$ cat src/rtl/bbd_pkg.sv
package bbd_pkg;

  localparam int MAX_DEGREE_DEF = 3;
  localparam int KNOT_DEPTH_DEF = 64;

  localparam logic signed [31:0] Q_ONE = 32'sh0001_0000;

  // widths of the micro-op fields, sized for the largest build
  localparam int UA_W   = 8;
  localparam int UK_W   = 10;
  localparam int FACT_W = 6;

  // configuration register indexes
  localparam logic [0:0] CFG_DEGREE = 1'd0;
  localparam logic [0:0] CFG_ZTHR   = 1'd1;

  // request operations
  localparam logic OPN_WRITE = 1'b0;
  localparam logic OPN_EVAL  = 1'b1;

  // shared unit operations
  localparam logic [2:0] OP_ADD  = 3'd0;
  localparam logic [2:0] OP_SUB  = 3'd1;
  localparam logic [2:0] OP_MULQ = 3'd2;
  localparam logic [2:0] OP_MULI = 3'd3;
  localparam logic [2:0] OP_DIV  = 3'd4;

  // operand sources
  localparam logic [2:0] SRC_ZERO = 3'd0;
  localparam logic [2:0] SRC_ONE  = 3'd1;
  localparam logic [2:0] SRC_REG  = 3'd2;
  localparam logic [2:0] SRC_KNOT = 3'd3;
  localparam logic [2:0] SRC_U    = 3'd4;
  localparam logic [2:0] SRC_FACT = 3'd5;

  typedef struct packed {
    logic              operation;
    logic [5:0]        index;
    logic signed [31:0] value;
  } in_item_t;

  typedef struct packed {
    logic [1:0]         basis_index;
    logic signed [31:0] basis_value;
    logic signed [31:0] first_derivative;
    logic signed [31:0] second_derivative;
    logic               span_error;
    logic               last;
  } out_res_t;

  typedef struct packed {
    logic [2:0]        op;
    logic [2:0]        a_src;
    logic [UA_W-1:0]   a_addr;
    logic [2:0]        b_src;
    logic [UA_W-1:0]   b_addr;
    logic [UA_W-1:0]   dst;
    logic [UK_W-1:0]   kaddr;
    logic [FACT_W-1:0] fact;
  } uop_t;

  function automatic logic signed [31:0] sat64(input logic signed [63:0] x);
    if (x > 64'sd2147483647) begin
      return 32'sh7fff_ffff;
    end else if (x < -64'sd2147483648) begin
      return 32'sh8000_0000;
    end
    return x[31:0];
  endfunction

endpackage

$ cat src/rtl/bbd_div.sv
module bbd_div (
  input  logic               clk,
  input  logic               rst_n,
  input  logic               start,
  input  logic signed [31:0] num,
  input  logic signed [31:0] den,
  input  logic [15:0]        thr,
  output logic               done,
  output logic signed [31:0] quo
);
  import bbd_pkg::*;

  localparam logic [1:0] DS_IDLE = 2'd0;
  localparam logic [1:0] DS_RUN  = 2'd1;
  localparam logic [1:0] DS_FIN  = 2'd2;

  logic [1:0]  st_r, st_nxt;
  logic [5:0]  cnt_r;
  logic [47:0] dvd_r;
  logic [32:0] rem_r;
  logic [31:0] ad_r;
  logic        neg_r;
  logic        zero_r;
  logic        done_r;
  logic signed [31:0] quo_r;

  logic [31:0] an, ad;
  logic [32:0] rem_sh;
  logic        qbit;
  logic signed [63:0] qs;

  assign an = num[31] ? 32'(-{1'b0, num}) : 32'(num);
  assign ad = den[31] ? 32'(-{1'b0, den}) : 32'(den);
  assign rem_sh = {rem_r[31:0], dvd_r[47]};
  assign qbit = rem_sh >= {1'b0, ad_r};
  assign qs = neg_r ? -$signed({16'd0, dvd_r}) : $signed({16'd0, dvd_r});

  always_comb begin
    st_nxt = st_r;
    case (st_r)
      DS_IDLE: if (start) st_nxt = DS_RUN;
      DS_RUN:  if (zero_r || cnt_r == 6'd47) st_nxt = DS_FIN;
      DS_FIN:  st_nxt = DS_IDLE;
      default: st_nxt = DS_IDLE;
    endcase
  end

  always_ff @(posedge clk) begin
    if (!rst_n) begin
      st_r   <= DS_IDLE;
      done_r <= 1'b0;
    end else begin
      st_r   <= st_nxt;
      done_r <= (st_r == DS_FIN);
    end
    case (st_r)
      DS_IDLE: begin
        // rounding term folded into the dividend
        dvd_r  <= {an, 16'd0} + 48'(ad >> 1);
        rem_r  <= '0;
        ad_r   <= ad;
        neg_r  <= num[31] != den[31];
        zero_r <= ad <= 32'(thr);
        cnt_r  <= '0;
      end
      DS_RUN: begin
        rem_r <= qbit ? rem_sh - {1'b0, ad_r} : rem_sh;
        dvd_r <= {dvd_r[46:0], qbit};
        cnt_r <= cnt_r + 6'd1;
      end
      DS_FIN: quo_r <= zero_r ? 32'sd0 : sat64(qs);
      default: ;
    endcase
  end

  assign done = done_r;
  assign quo  = quo_r;

endmodule

$ cat config.mk
export PLATFORM = sky130hd
export DESIGN_NAME = bbd_div
export DESIGN_NICKNAME = d
export VERILOG_FILES = /design/src/rtl/bbd_pkg.sv /design/src/rtl/bbd_div.sv
export SDC_FILE = /design/constraint.sdc
export NUM_CORES = 1
export LEC_CHECK = 0
export BUFFER_PORTS_ARGS = -buffer_cell sky130_fd_sc_hd__buf_2
export CAP_MARGIN = 20
export CORE_MARGIN = 2
export CORE_UTILIZATION = 30
export CTS_CLUSTER_DIAMETER = 60
export DETAILED_ROUTE_END_ITERATION = 10
export GPL_TIMING_DRIVEN = 1
export SLEW_MARGIN = 20
export SYNTH_ARGS = -nofsm -noshare
export SYNTH_HDL_FRONTEND = slang
export SYNTH_SLANG_ARGS = --single-unit
$ cat constraint.sdc
create_clock -name clk -period 4 [get_ports clk]
set_input_delay 0 -clock clk [delete_from_list [all_inputs] [get_ports clk]]
set_output_delay 0 -clock clk [all_outputs]
set_load 0.05 [all_outputs]
==> impl_metrics.py <==
metrics = {
    "run_status": {
        "outcome": "finished clean",
    },
    "cts": {
        "cts-root-buf": "clkbuf_16",
        "insertion_delay_ns": 0.43,
        "clkTransAtPathRegs_ns": 0.07,
        "clk_path_buf_depth": 2,
        "htree_levels": 4,
        "cts_sinks": 155,
        "cts_tree": "yes",
        "cts_made_buffers": 17,
    },
    "power_and_ir_drop": {
        "power_leakage_nw": 5.86,
        "peakVddDrop_mv": 0.237,
        "pwr_density_cell_nw_per_um2": 391,
    },
    "route": {
        "totalWireLength_microns": 34900,
        "vias_per_cell": 5.27,
        "num_vias": 10800,
        "drt-initial-drc-count": 864,
        "drc": 0,
        "dr.pass1.iters": 5,
        "wl_per_cell_microns": 17.1,
        "ant_nets": 0,
    },
    "worst_hold_path": {
        "hold_start": "den[13]",
        "holdPathStages": 2,
        "hold_end": "ad_r[13]",
        "worstHoldPathType": "input port to register",
    },
    "worst_setup_path": {
        "worstPathArrival_ns": 4.15,
        "reg2reg_depth": 11,
        "r2r_start": "dvd_r[11]",
        "cp.required_ns": 4.28,
        "critPathMaxFanout": 31,
        "end_kind": "register",
        "regToRegSetupSlack_ns": 0.12,
        "start_kind": "register",
        "rr_endpoint": "quo[8]",
        "crit_type": "register to register",
    },
    "cells_and_area": {
        "mostFrequentLayoutCells": "edfxtp_1, nand2_1, buf_2",
        "instances_no_fill": 2046,
        "drive_above_1_share": 0.231,
        "mostFrequentLayoutCell": "edfxtp_1",
        "area_delta_synth_final_pct": 21.8,
        "final_util": 0.371,
        "fin_nets": 1656,
        "fillers": 4123,
    },
    "yosys": {
        "synth-seq-cells": 155,
        "ys_warn_count": 0,
        "seq_area_frac_synth": 0.382,
        "syn_nets": 1466,
        "postSynthCellCount": 1314,
        "synth-edff-count": 152,
        "ys.flop_type": "edfxtp_1",
        "synth_area_per_cell_sq_um": 9.22,
        "synth.distinct_cells": 77,
        "async_flop_share": 0,
        "syn_area_sq_um": 12100,
    },
    "timing": {
        "hold_ws_ns": 0.0306,
        "finalCritPeriodShare": 0.969,
        "fmax_mhz": 258,
        "slew_violations": 0,
        "worst_slew_pin_slew_ns": 0.906,
        "layout_min_cycle_time_ns": 3.88,
        "relSlewSlack": 0.394,
        "hold_viol_final": 0,
        "setup_violations": 0,
        "finalClockSkew_ns": 0.0152,
        "timing.final.ws_setup_ns": 0.124,
    },
    "die": {
        "core-area_sq_um": 39800,
        "die_w_microns": 205,
        "rows": 73,
        "start_util": 0.304,
        "die_area_sq_um": 42000,
        "boundaryPins": 116,
        "die_h_microns": 205,
    },
    "run": {
        "drv_cap": 0,
    },
    "global_routing": {
        "grt_usage": 0.166,
        "overflow": 0,
        "grt_pass1_wl_microns": 55300,
        "antenna_found_initial": 4,
        "grt_pass1_vias": 10200,
        "grt_max_degree": 51,
    },
    "placement": {
        "numPortBuffers": 115,
        "pre_cts_slack_ns": -0.294,
        "post-place-cells": 2001,
        "gp_congestion": 0.897,
        "dp_hpwl_microns": 27300,
    },
}
==> stage by stage <==
stage / area [sq um] / TNS (ns) / power (mW)
final: 14800 / 0 / 5.77
after global routing: 14800 / -0.00492 / 6.09
after CTS: 14700 / 0 / 5.78
after detailed placement: 14000 / -2.43 / 4.13
after global placement: 14000 / -1.60 / 4.09
after floorplan: 12200 / 0 / 3.47
==> power by group <==
part           internal [mW]  total, mW  leakage, nW  switching [mW]
Clock                  0.935       1.64        0.286           0.706
Sequential              2.05       2.29         1.63           0.244
Combinational          0.786       1.84         3.95            1.05
==> what timing repair did <==
item,in CTS,in global routing
hold buffers,3,0
setup buffers,0,6
gates resized for setup,0,9
hold endpoints to repair,5,0
endpoints found under the setup margin,0,11
==> sequential cells by signal, summed over array words and instances, names as in the netlist <==
name,flops
st_r,2
dvd_r,48
neg_r,1
zero_r,1
done,1
quo,32
rem_r,32
ad_r,32
cnt_r,6
==> cell families (layout without fill, tap and decap cells) <==
family	Yosys count	after routing	share of synthesized area
and+or+nand+nor	455	455	0.192
AOI/OAI and AO/OA	351	351	0.197
other	0	4	0
buffers and inverters	126	329	0.0412
DFF	155	155	0.382
adders and majority gates	69	69	0.0725
muxes	13	13	0.0116
xor gates and xnor gates	145	145	0.105
==> critical path, cell delays in order, from the launching register on <==
cell,delay (ns)
edfxtp_1,0.40
or4_4,0.57
or2_4,0.28
or4_4,0.53
o41ai_4,0.25
xor2_1,0.14
or4_2,0.68
nor4_2,0.25
buf_4,0.16
a31oi_4,0.09
buf_12,0.20
a21oi_2,0.15
==> synthesized netlist by cell type, types with 17 or more instances <==
cell type	n	share of area
a21oi_1	85	0.035
xor2_1	77	0.056
o41ai_1	17	0.012
or3_1	25	0.013
nand2_1	122	0.038
nand3_1	27	0.011
a21o_1	26	0.016
xnor2_1	68	0.049
o21ai_0	64	0.026
inv_1	69	0.021
ha_1	67	0.069
o31ai_1	33	0.020
clkbuf_1	47	0.015
edfxtp_1	152	0.38
nand2b_1	18	0.0093
nor2_1	115	0.036
or4_1	21	0.013
nand4_1	21	0.011
nor3_1	26	0.011
a21oi_2	30	0.022
==> layer usage <==
layer,track usage,vias up,routed length [microns]
met1,0.236,5167,16500
li1,-,5270,-
met4,0.0581,0,830
met2,0.258,318,15600
met5,0,-,0
met3,0.0237,34,1990
==> area by class of cell <==
cell class	instances	area (sq um)	share of cell area
antenna	4	10.0	0.000678
multi-input combinational	1033	7140	0.484
sequential	155	4620	0.313
timing repair buffer	228	1480	0.100
clock inverter	14	160	0.0109
clock buffer	18	429	0.0291
inverter	69	260	0.0176
tap	525	657	0.0445
==> worst max path at each step <==
stage	endpoint	slack, ns	startpoint	cells after the start
after global placement	dvd_r[42]	-0.23	den[6]	17
final	quo[8]	0.12	dvd_r[11]	11
after CTS	quo[26]	0.1	dvd_r[12]	11
after detailed placement	dvd_r[42]	-0.29	den[6]	17
after floorplan	dvd_r[42]	0.02	den[6]	17
after global routing	dvd_r[47]	-0.005	den[6]	15
(Power assumes the default switching activity.)
