$ cat src/rtl/bbd_pkg.sv
package bbd_pkg;

  localparam int MAX_DEGREE_DEF = 3;
  localparam int KNOT_DEPTH_DEF = 64;

  localparam logic signed [31:0] Q_ONE = 32'sh0001_0000;

  // widths of the micro-op fields, sized for the largest build
  localparam int UA_W   = 8;
  localparam int UK_W   = 10;
  localparam int FACT_W = 6;

  // configuration register indexes
  localparam logic [0:0] CFG_DEGREE = 1'd0;
  localparam logic [0:0] CFG_ZTHR   = 1'd1;

  // request operations
  localparam logic OPN_WRITE = 1'b0;
  localparam logic OPN_EVAL  = 1'b1;

  // shared unit operations
  localparam logic [2:0] OP_ADD  = 3'd0;
  localparam logic [2:0] OP_SUB  = 3'd1;
  localparam logic [2:0] OP_MULQ = 3'd2;
  localparam logic [2:0] OP_MULI = 3'd3;
  localparam logic [2:0] OP_DIV  = 3'd4;

  // operand sources
  localparam logic [2:0] SRC_ZERO = 3'd0;
  localparam logic [2:0] SRC_ONE  = 3'd1;
  localparam logic [2:0] SRC_REG  = 3'd2;
  localparam logic [2:0] SRC_KNOT = 3'd3;
  localparam logic [2:0] SRC_U    = 3'd4;
  localparam logic [2:0] SRC_FACT = 3'd5;

  typedef struct packed {
    logic              operation;
    logic [5:0]        index;
    logic signed [31:0] value;
  } in_item_t;

  typedef struct packed {
    logic [1:0]         basis_index;
    logic signed [31:0] basis_value;
    logic signed [31:0] first_derivative;
    logic signed [31:0] second_derivative;
    logic               span_error;
    logic               last;
  } out_res_t;

  typedef struct packed {
    logic [2:0]        op;
    logic [2:0]        a_src;
    logic [UA_W-1:0]   a_addr;
    logic [2:0]        b_src;
    logic [UA_W-1:0]   b_addr;
    logic [UA_W-1:0]   dst;
    logic [UK_W-1:0]   kaddr;
    logic [FACT_W-1:0] fact;
  } uop_t;

  function automatic logic signed [31:0] sat64(input logic signed [63:0] x);
    if (x > 64'sd2147483647) begin
      return 32'sh7fff_ffff;
    end else if (x < -64'sd2147483648) begin
      return 32'sh8000_0000;
    end
    return x[31:0];
  endfunction

endpackage

$ cat src/rtl/bbd_mul.sv
module bbd_mul (
  input  logic               clk,
  input  logic               rst_n,
  input  logic               start,
  input  logic               frac,
  input  logic signed [31:0] a,
  input  logic signed [31:0] b,
  output logic               done,
  output logic signed [31:0] res
);
  import bbd_pkg::*;

  logic               v1_r, done_r, frac_r;
  logic signed [63:0] prod_r;
  logic signed [31:0] res_r;
  logic [63:0]        pmag, rnd;
  logic signed [63:0] qv;

  // round to nearest, ties away from zero
  assign pmag = prod_r[63] ? 64'(-prod_r) : 64'(prod_r);
  assign rnd  = (pmag + 64'd32768) >> 16;
  assign qv   = prod_r[63] ? -$signed(rnd) : $signed(rnd);

  always_ff @(posedge clk) begin
    if (!rst_n) begin
      v1_r   <= 1'b0;
      done_r <= 1'b0;
    end else begin
      v1_r   <= start;
      done_r <= v1_r;
    end
    prod_r <= a * b;
    frac_r <= frac;
    res_r  <= frac_r ? sat64(qv) : sat64(prod_r);
  end

  assign done = done_r;
  assign res  = res_r;

endmodule

$ cat config.mk
export PLATFORM = sky130hd
export DESIGN_NAME = bbd_mul
export DESIGN_NICKNAME = d
export VERILOG_FILES = /design/src/rtl/bbd_pkg.sv /design/src/rtl/bbd_mul.sv
export SDC_FILE = /design/constraint.sdc
export NUM_CORES = 2
export LEC_CHECK = 0
export BUFFER_PORTS_ARGS = -buffer_cell sky130_fd_sc_hd__clkbuf_2
export CAP_MARGIN = 10
export CORE_UTILIZATION = 35
export DETAILED_ROUTE_END_ITERATION = 6
export GPL_TIMING_DRIVEN = 0
export PLACE_DENSITY = 0.61
export SLEW_MARGIN = 0
export SYNTH_ARGS = -nofsm -noshare
export SYNTH_HDL_FRONTEND = slang
export SYNTH_SLANG_ARGS = --single-unit
$ cat constraint.sdc
create_clock -name clk -period 12.1 [get_ports clk]
set_input_delay 0.605 -clock clk [delete_from_list [all_inputs] [get_ports clk]]
set_output_delay 0.605 -clock clk [all_outputs]
set_load 0.1 [all_outputs]
==> out/metrics.cfg <==
[outcome]
run_status=completed

[cts]
tritoncts_clock_tree=done
post_cts_resized=5
tritoncts.num_buffers=9
cts_max_path_buffers=2
cts.root.buffer_cell=sky130_fd_sc_hd__clkbuf_16
post_cts_buffers=0
cts.reportedPaths.clkPinSlew_ns=0.08
post_cts_hold_buffer_count=0
clock_latency_late_sink_ns=0.38
h-tree-depth=3
clock_sink_count=99

[run]
drv_cap=0

[die]
core_region_area_sq_mm=0.122
dieArea_sq_mm=0.126
placementRows=128
io-pin-count=101
die-height_um=354
dieWidth_um=354
effective_utilization_at_floorplan_pct=35.5

[sta]
layout_worst_path_cycle_share_pct=94.5
timing.final.max_slew_violations=0
achievable-frequency_ghz=0.0874
timing.final.ws_setup_ns=0.661
finClkSkew_ns=0.0146
report.final.hold_viol_count=0
period_minus_slack_ns=11.44
max-slew-margin-rel_pct=22.0
setup_viol=0
worstMarginPinSlew_ns=1.17

[critical_path]
crit_path_top_delay_cell=sky130_fd_sc_hd__a2111oi_1
crit_type=reg2reg
critical_path_peak_fanout=10
cp-end-kind=register
worst_path_largest_cell_delay_ns=0.60
critPathLaunchType=register
worst-endpoint-required_ns=12.36
arrival_ns=11.70
worst_path_most_repeated_cell=sky130_fd_sc_hd__clkbuf_1

[grt]
grt_antenna_before_repair=10
overflow=0
grt_start_max_net_pins=21
grt.total_usage_pct=25.7
grt_pass1_wl_um=238000
vias_in_the_first_global_route=37200

[synth]
post_synth.cell_area_avg_sq_um=8.86
syn_inst=4900
ys_seq_area_share_pct=4.56
synth_fp_nets=6236
synth_flop_cell=sky130_fd_sc_hd__dfxtp_1
synth.yosys.warnings=0
postSynth.asyncResetShare_pct=0
synth_enable_flop_cells=0
synth.distinct_cells=92
post_synth_instance_area_sq_mm=0.0434
ys_seq_elements=99

[detailed_routing]
routed_wl_um=158000
remaining_drc_errors=0
detail_route.iter0.violations=3002
dr_total_vias=35000
drt.antenna.violating_nets=0
routedWlPerCell_um=23.7
drt_first_pass_iters=6
drt-vias-per-instance=5.27

[layout]
final_area_sq_mm=0.0464
fill_cells=12600
final_core_occ_pct=37.9
synthToLayoutAreaGrowth_pct=6.79
regArea_sq_mm=0.00198
multi_input_area_sq_mm=0.0364
nets=6349
post_route_cells_drive_above_1_share_pct=3.83

[place]
gp_congestion=1.02
port_buffers=100
dpl-instance-area_sq_mm=0.0460
dpl.hpwl_um=136000
place_worst_setup_slack_ns=-0.662

[hold_path]
min_path_type=in2reg

[layout by cell type, fill, tap and decap left out, types with 47 or more instances in the layout]
cell,synthesis,final
sky130_fd_sc_hd__a21oi_1,115,115
sky130_fd_sc_hd__and2_1,386,386
sky130_fd_sc_hd__clkbuf_1,242,240
sky130_fd_sc_hd__clkbuf_2,1,105
sky130_fd_sc_hd__dfxtp_1,99,99
sky130_fd_sc_hd__fa_1,1082,1082
sky130_fd_sc_hd__ha_1,186,186
sky130_fd_sc_hd__inv_1,1073,1073
sky130_fd_sc_hd__nand2_1,719,718
sky130_fd_sc_hd__nand3_1,64,64
sky130_fd_sc_hd__nor2_1,125,124
sky130_fd_sc_hd__nor3_1,48,47
sky130_fd_sc_hd__o21ai_0,60,60
sky130_fd_sc_hd__xnor2_1,117,117
sky130_fd_sc_hd__xor2_1,57,57
[metrics by stage]
stage               setup TNS (ns)  std cells  hold WS, ns
floorplan                        0       4900        0.412
global placement            -17.81       6625        0.424
detailed placement          -15.95       6625        0.422
CTS                              0       6641        0.374
global route            -0.0000675       6648        0.368
finish                           0       6653        0.375
[cells in the mapped netlist, types with 7 or more instances]
cell | n | share of area [%]
sky130_fd_sc_hd__nor3_1 | 48 | 0.55
sky130_fd_sc_hd__clkbuf_1 | 242 | 2.1
sky130_fd_sc_hd__a31oi_1 | 31 | 0.45
sky130_fd_sc_hd__and2_1 | 386 | 5.6
sky130_fd_sc_hd__o21ai_0 | 60 | 0.69
sky130_fd_sc_hd__ha_1 | 186 | 5.4
sky130_fd_sc_hd__and3_1 | 40 | 0.58
sky130_fd_sc_hd__o21ai_1 | 20 | 0.23
sky130_fd_sc_hd__nand3_1 | 64 | 0.74
sky130_fd_sc_hd__mux2i_1 | 16 | 0.37
sky130_fd_sc_hd__inv_1 | 1073 | 9.3
sky130_fd_sc_hd__nand2_1 | 719 | 6.2
sky130_fd_sc_hd__buf_2 | 14 | 0.16
sky130_fd_sc_hd__nor3b_1 | 8 | 0.14
sky130_fd_sc_hd__o21bai_1 | 11 | 0.19
sky130_fd_sc_hd__nor2b_1 | 13 | 0.19
sky130_fd_sc_hd__or4_1 | 14 | 0.24
sky130_fd_sc_hd__a211oi_1 | 7 | 0.12
sky130_fd_sc_hd__o21a_1 | 27 | 0.47
sky130_fd_sc_hd__nor2_1 | 125 | 1.1
sky130_fd_sc_hd__xnor2_1 | 117 | 2.4
sky130_fd_sc_hd__a21o_1 | 40 | 0.69
sky130_fd_sc_hd__or2_2 | 14 | 0.20
sky130_fd_sc_hd__o41ai_1 | 12 | 0.24
sky130_fd_sc_hd__o211ai_1 | 17 | 0.29
sky130_fd_sc_hd__buf_1 | 8 | 0.069
sky130_fd_sc_hd__a41oi_1 | 14 | 0.28
sky130_fd_sc_hd__a21oi_1 | 115 | 1.3
sky130_fd_sc_hd__xor2_1 | 57 | 1.1
sky130_fd_sc_hd__dfxtp_1 | 99 | 4.6
sky130_fd_sc_hd__nor4_1 | 26 | 0.37
sky130_fd_sc_hd__o31ai_1 | 14 | 0.24
sky130_fd_sc_hd__nand4_1 | 20 | 0.29
sky130_fd_sc_hd__fa_1 | 1082 | 50
sky130_fd_sc_hd__nand2b_1 | 34 | 0.49
sky130_fd_sc_hd__or3_1 | 17 | 0.24
[cell families (layout without fill, tap and decap cells)]
family,after synthesis,after routing,share of synthesized area [%]
AOI/OAI and AO/OA,436,436,6.81
muxes,17,17,0.395
DFF,99,99,4.56
buffers and inverters,1340,1458,11.7
other,0,10,0
xor gates and xnor gates,175,175,3.55
adders and majority gates,1269,1269,55.3
and+or+nand+nor,1564,1564,17.8
[path summary, 6_finish.rpt]
path / from / end / slack [ns] / cells after the start
worst max-delay path: prod_r[63]$_DFF_P_ / res[23]$_DFF_P_ / 0.66 / 33
worst min-delay path: frac / frac_r$_DFF_P_ / 0.37 / 1
worst max register to register: prod_r[63]$_DFF_P_ / res[23]$_DFF_P_ / 0.66 / 33
worst min register to register: v1_r$_SDFF_PN0_ / done$_SDFF_PN0_ / 0.44 / 1
[layout make-up]
| type | count | area share, % |
|---|---|---|
| diodes | 10 | 0.0540 |
| plain buffers | 267 | 2.24 |
| clock buffers | 9 | 0.486 |
| clock inverters | 7 | 0.175 |
| inverters | 1073 | 8.68 |
| multi-input cells | 3461 | 78.6 |
| flip-flops and latches | 99 | 4.27 |
| well taps | 1625 | 4.38 |
| repair buffers | 102 | 1.15 |
[critical path: cells and delay by family, from the launching register on]
kind            cells  cell delay [ns]
buf+inv            14             4.89
fa+ha+maj           1             0.27
compound gates      7             2.70
simple gates        8             2.56
flops               1             0.41
xor+xnor            3             0.45
[registers in the layout, indices dropped and copies added (netlist names)]
name    cells
prod_r     64
res        32
done        1
frac_r      1
v1_r        1
[per-layer routing]
metal  vias up  global-route usage [%]  share of wire, %
li1      14900                       -                 -
met1     17900                    33.4                40
met2      1801                    40.0                44
met3       392                    6.00                10
met4         0                    12.9               6.2
met5         -                       0                 0
Power is left out: the tool's default activity adds up to more than one toggle a clock period on the data nets, which glitch-free logic cannot reach.
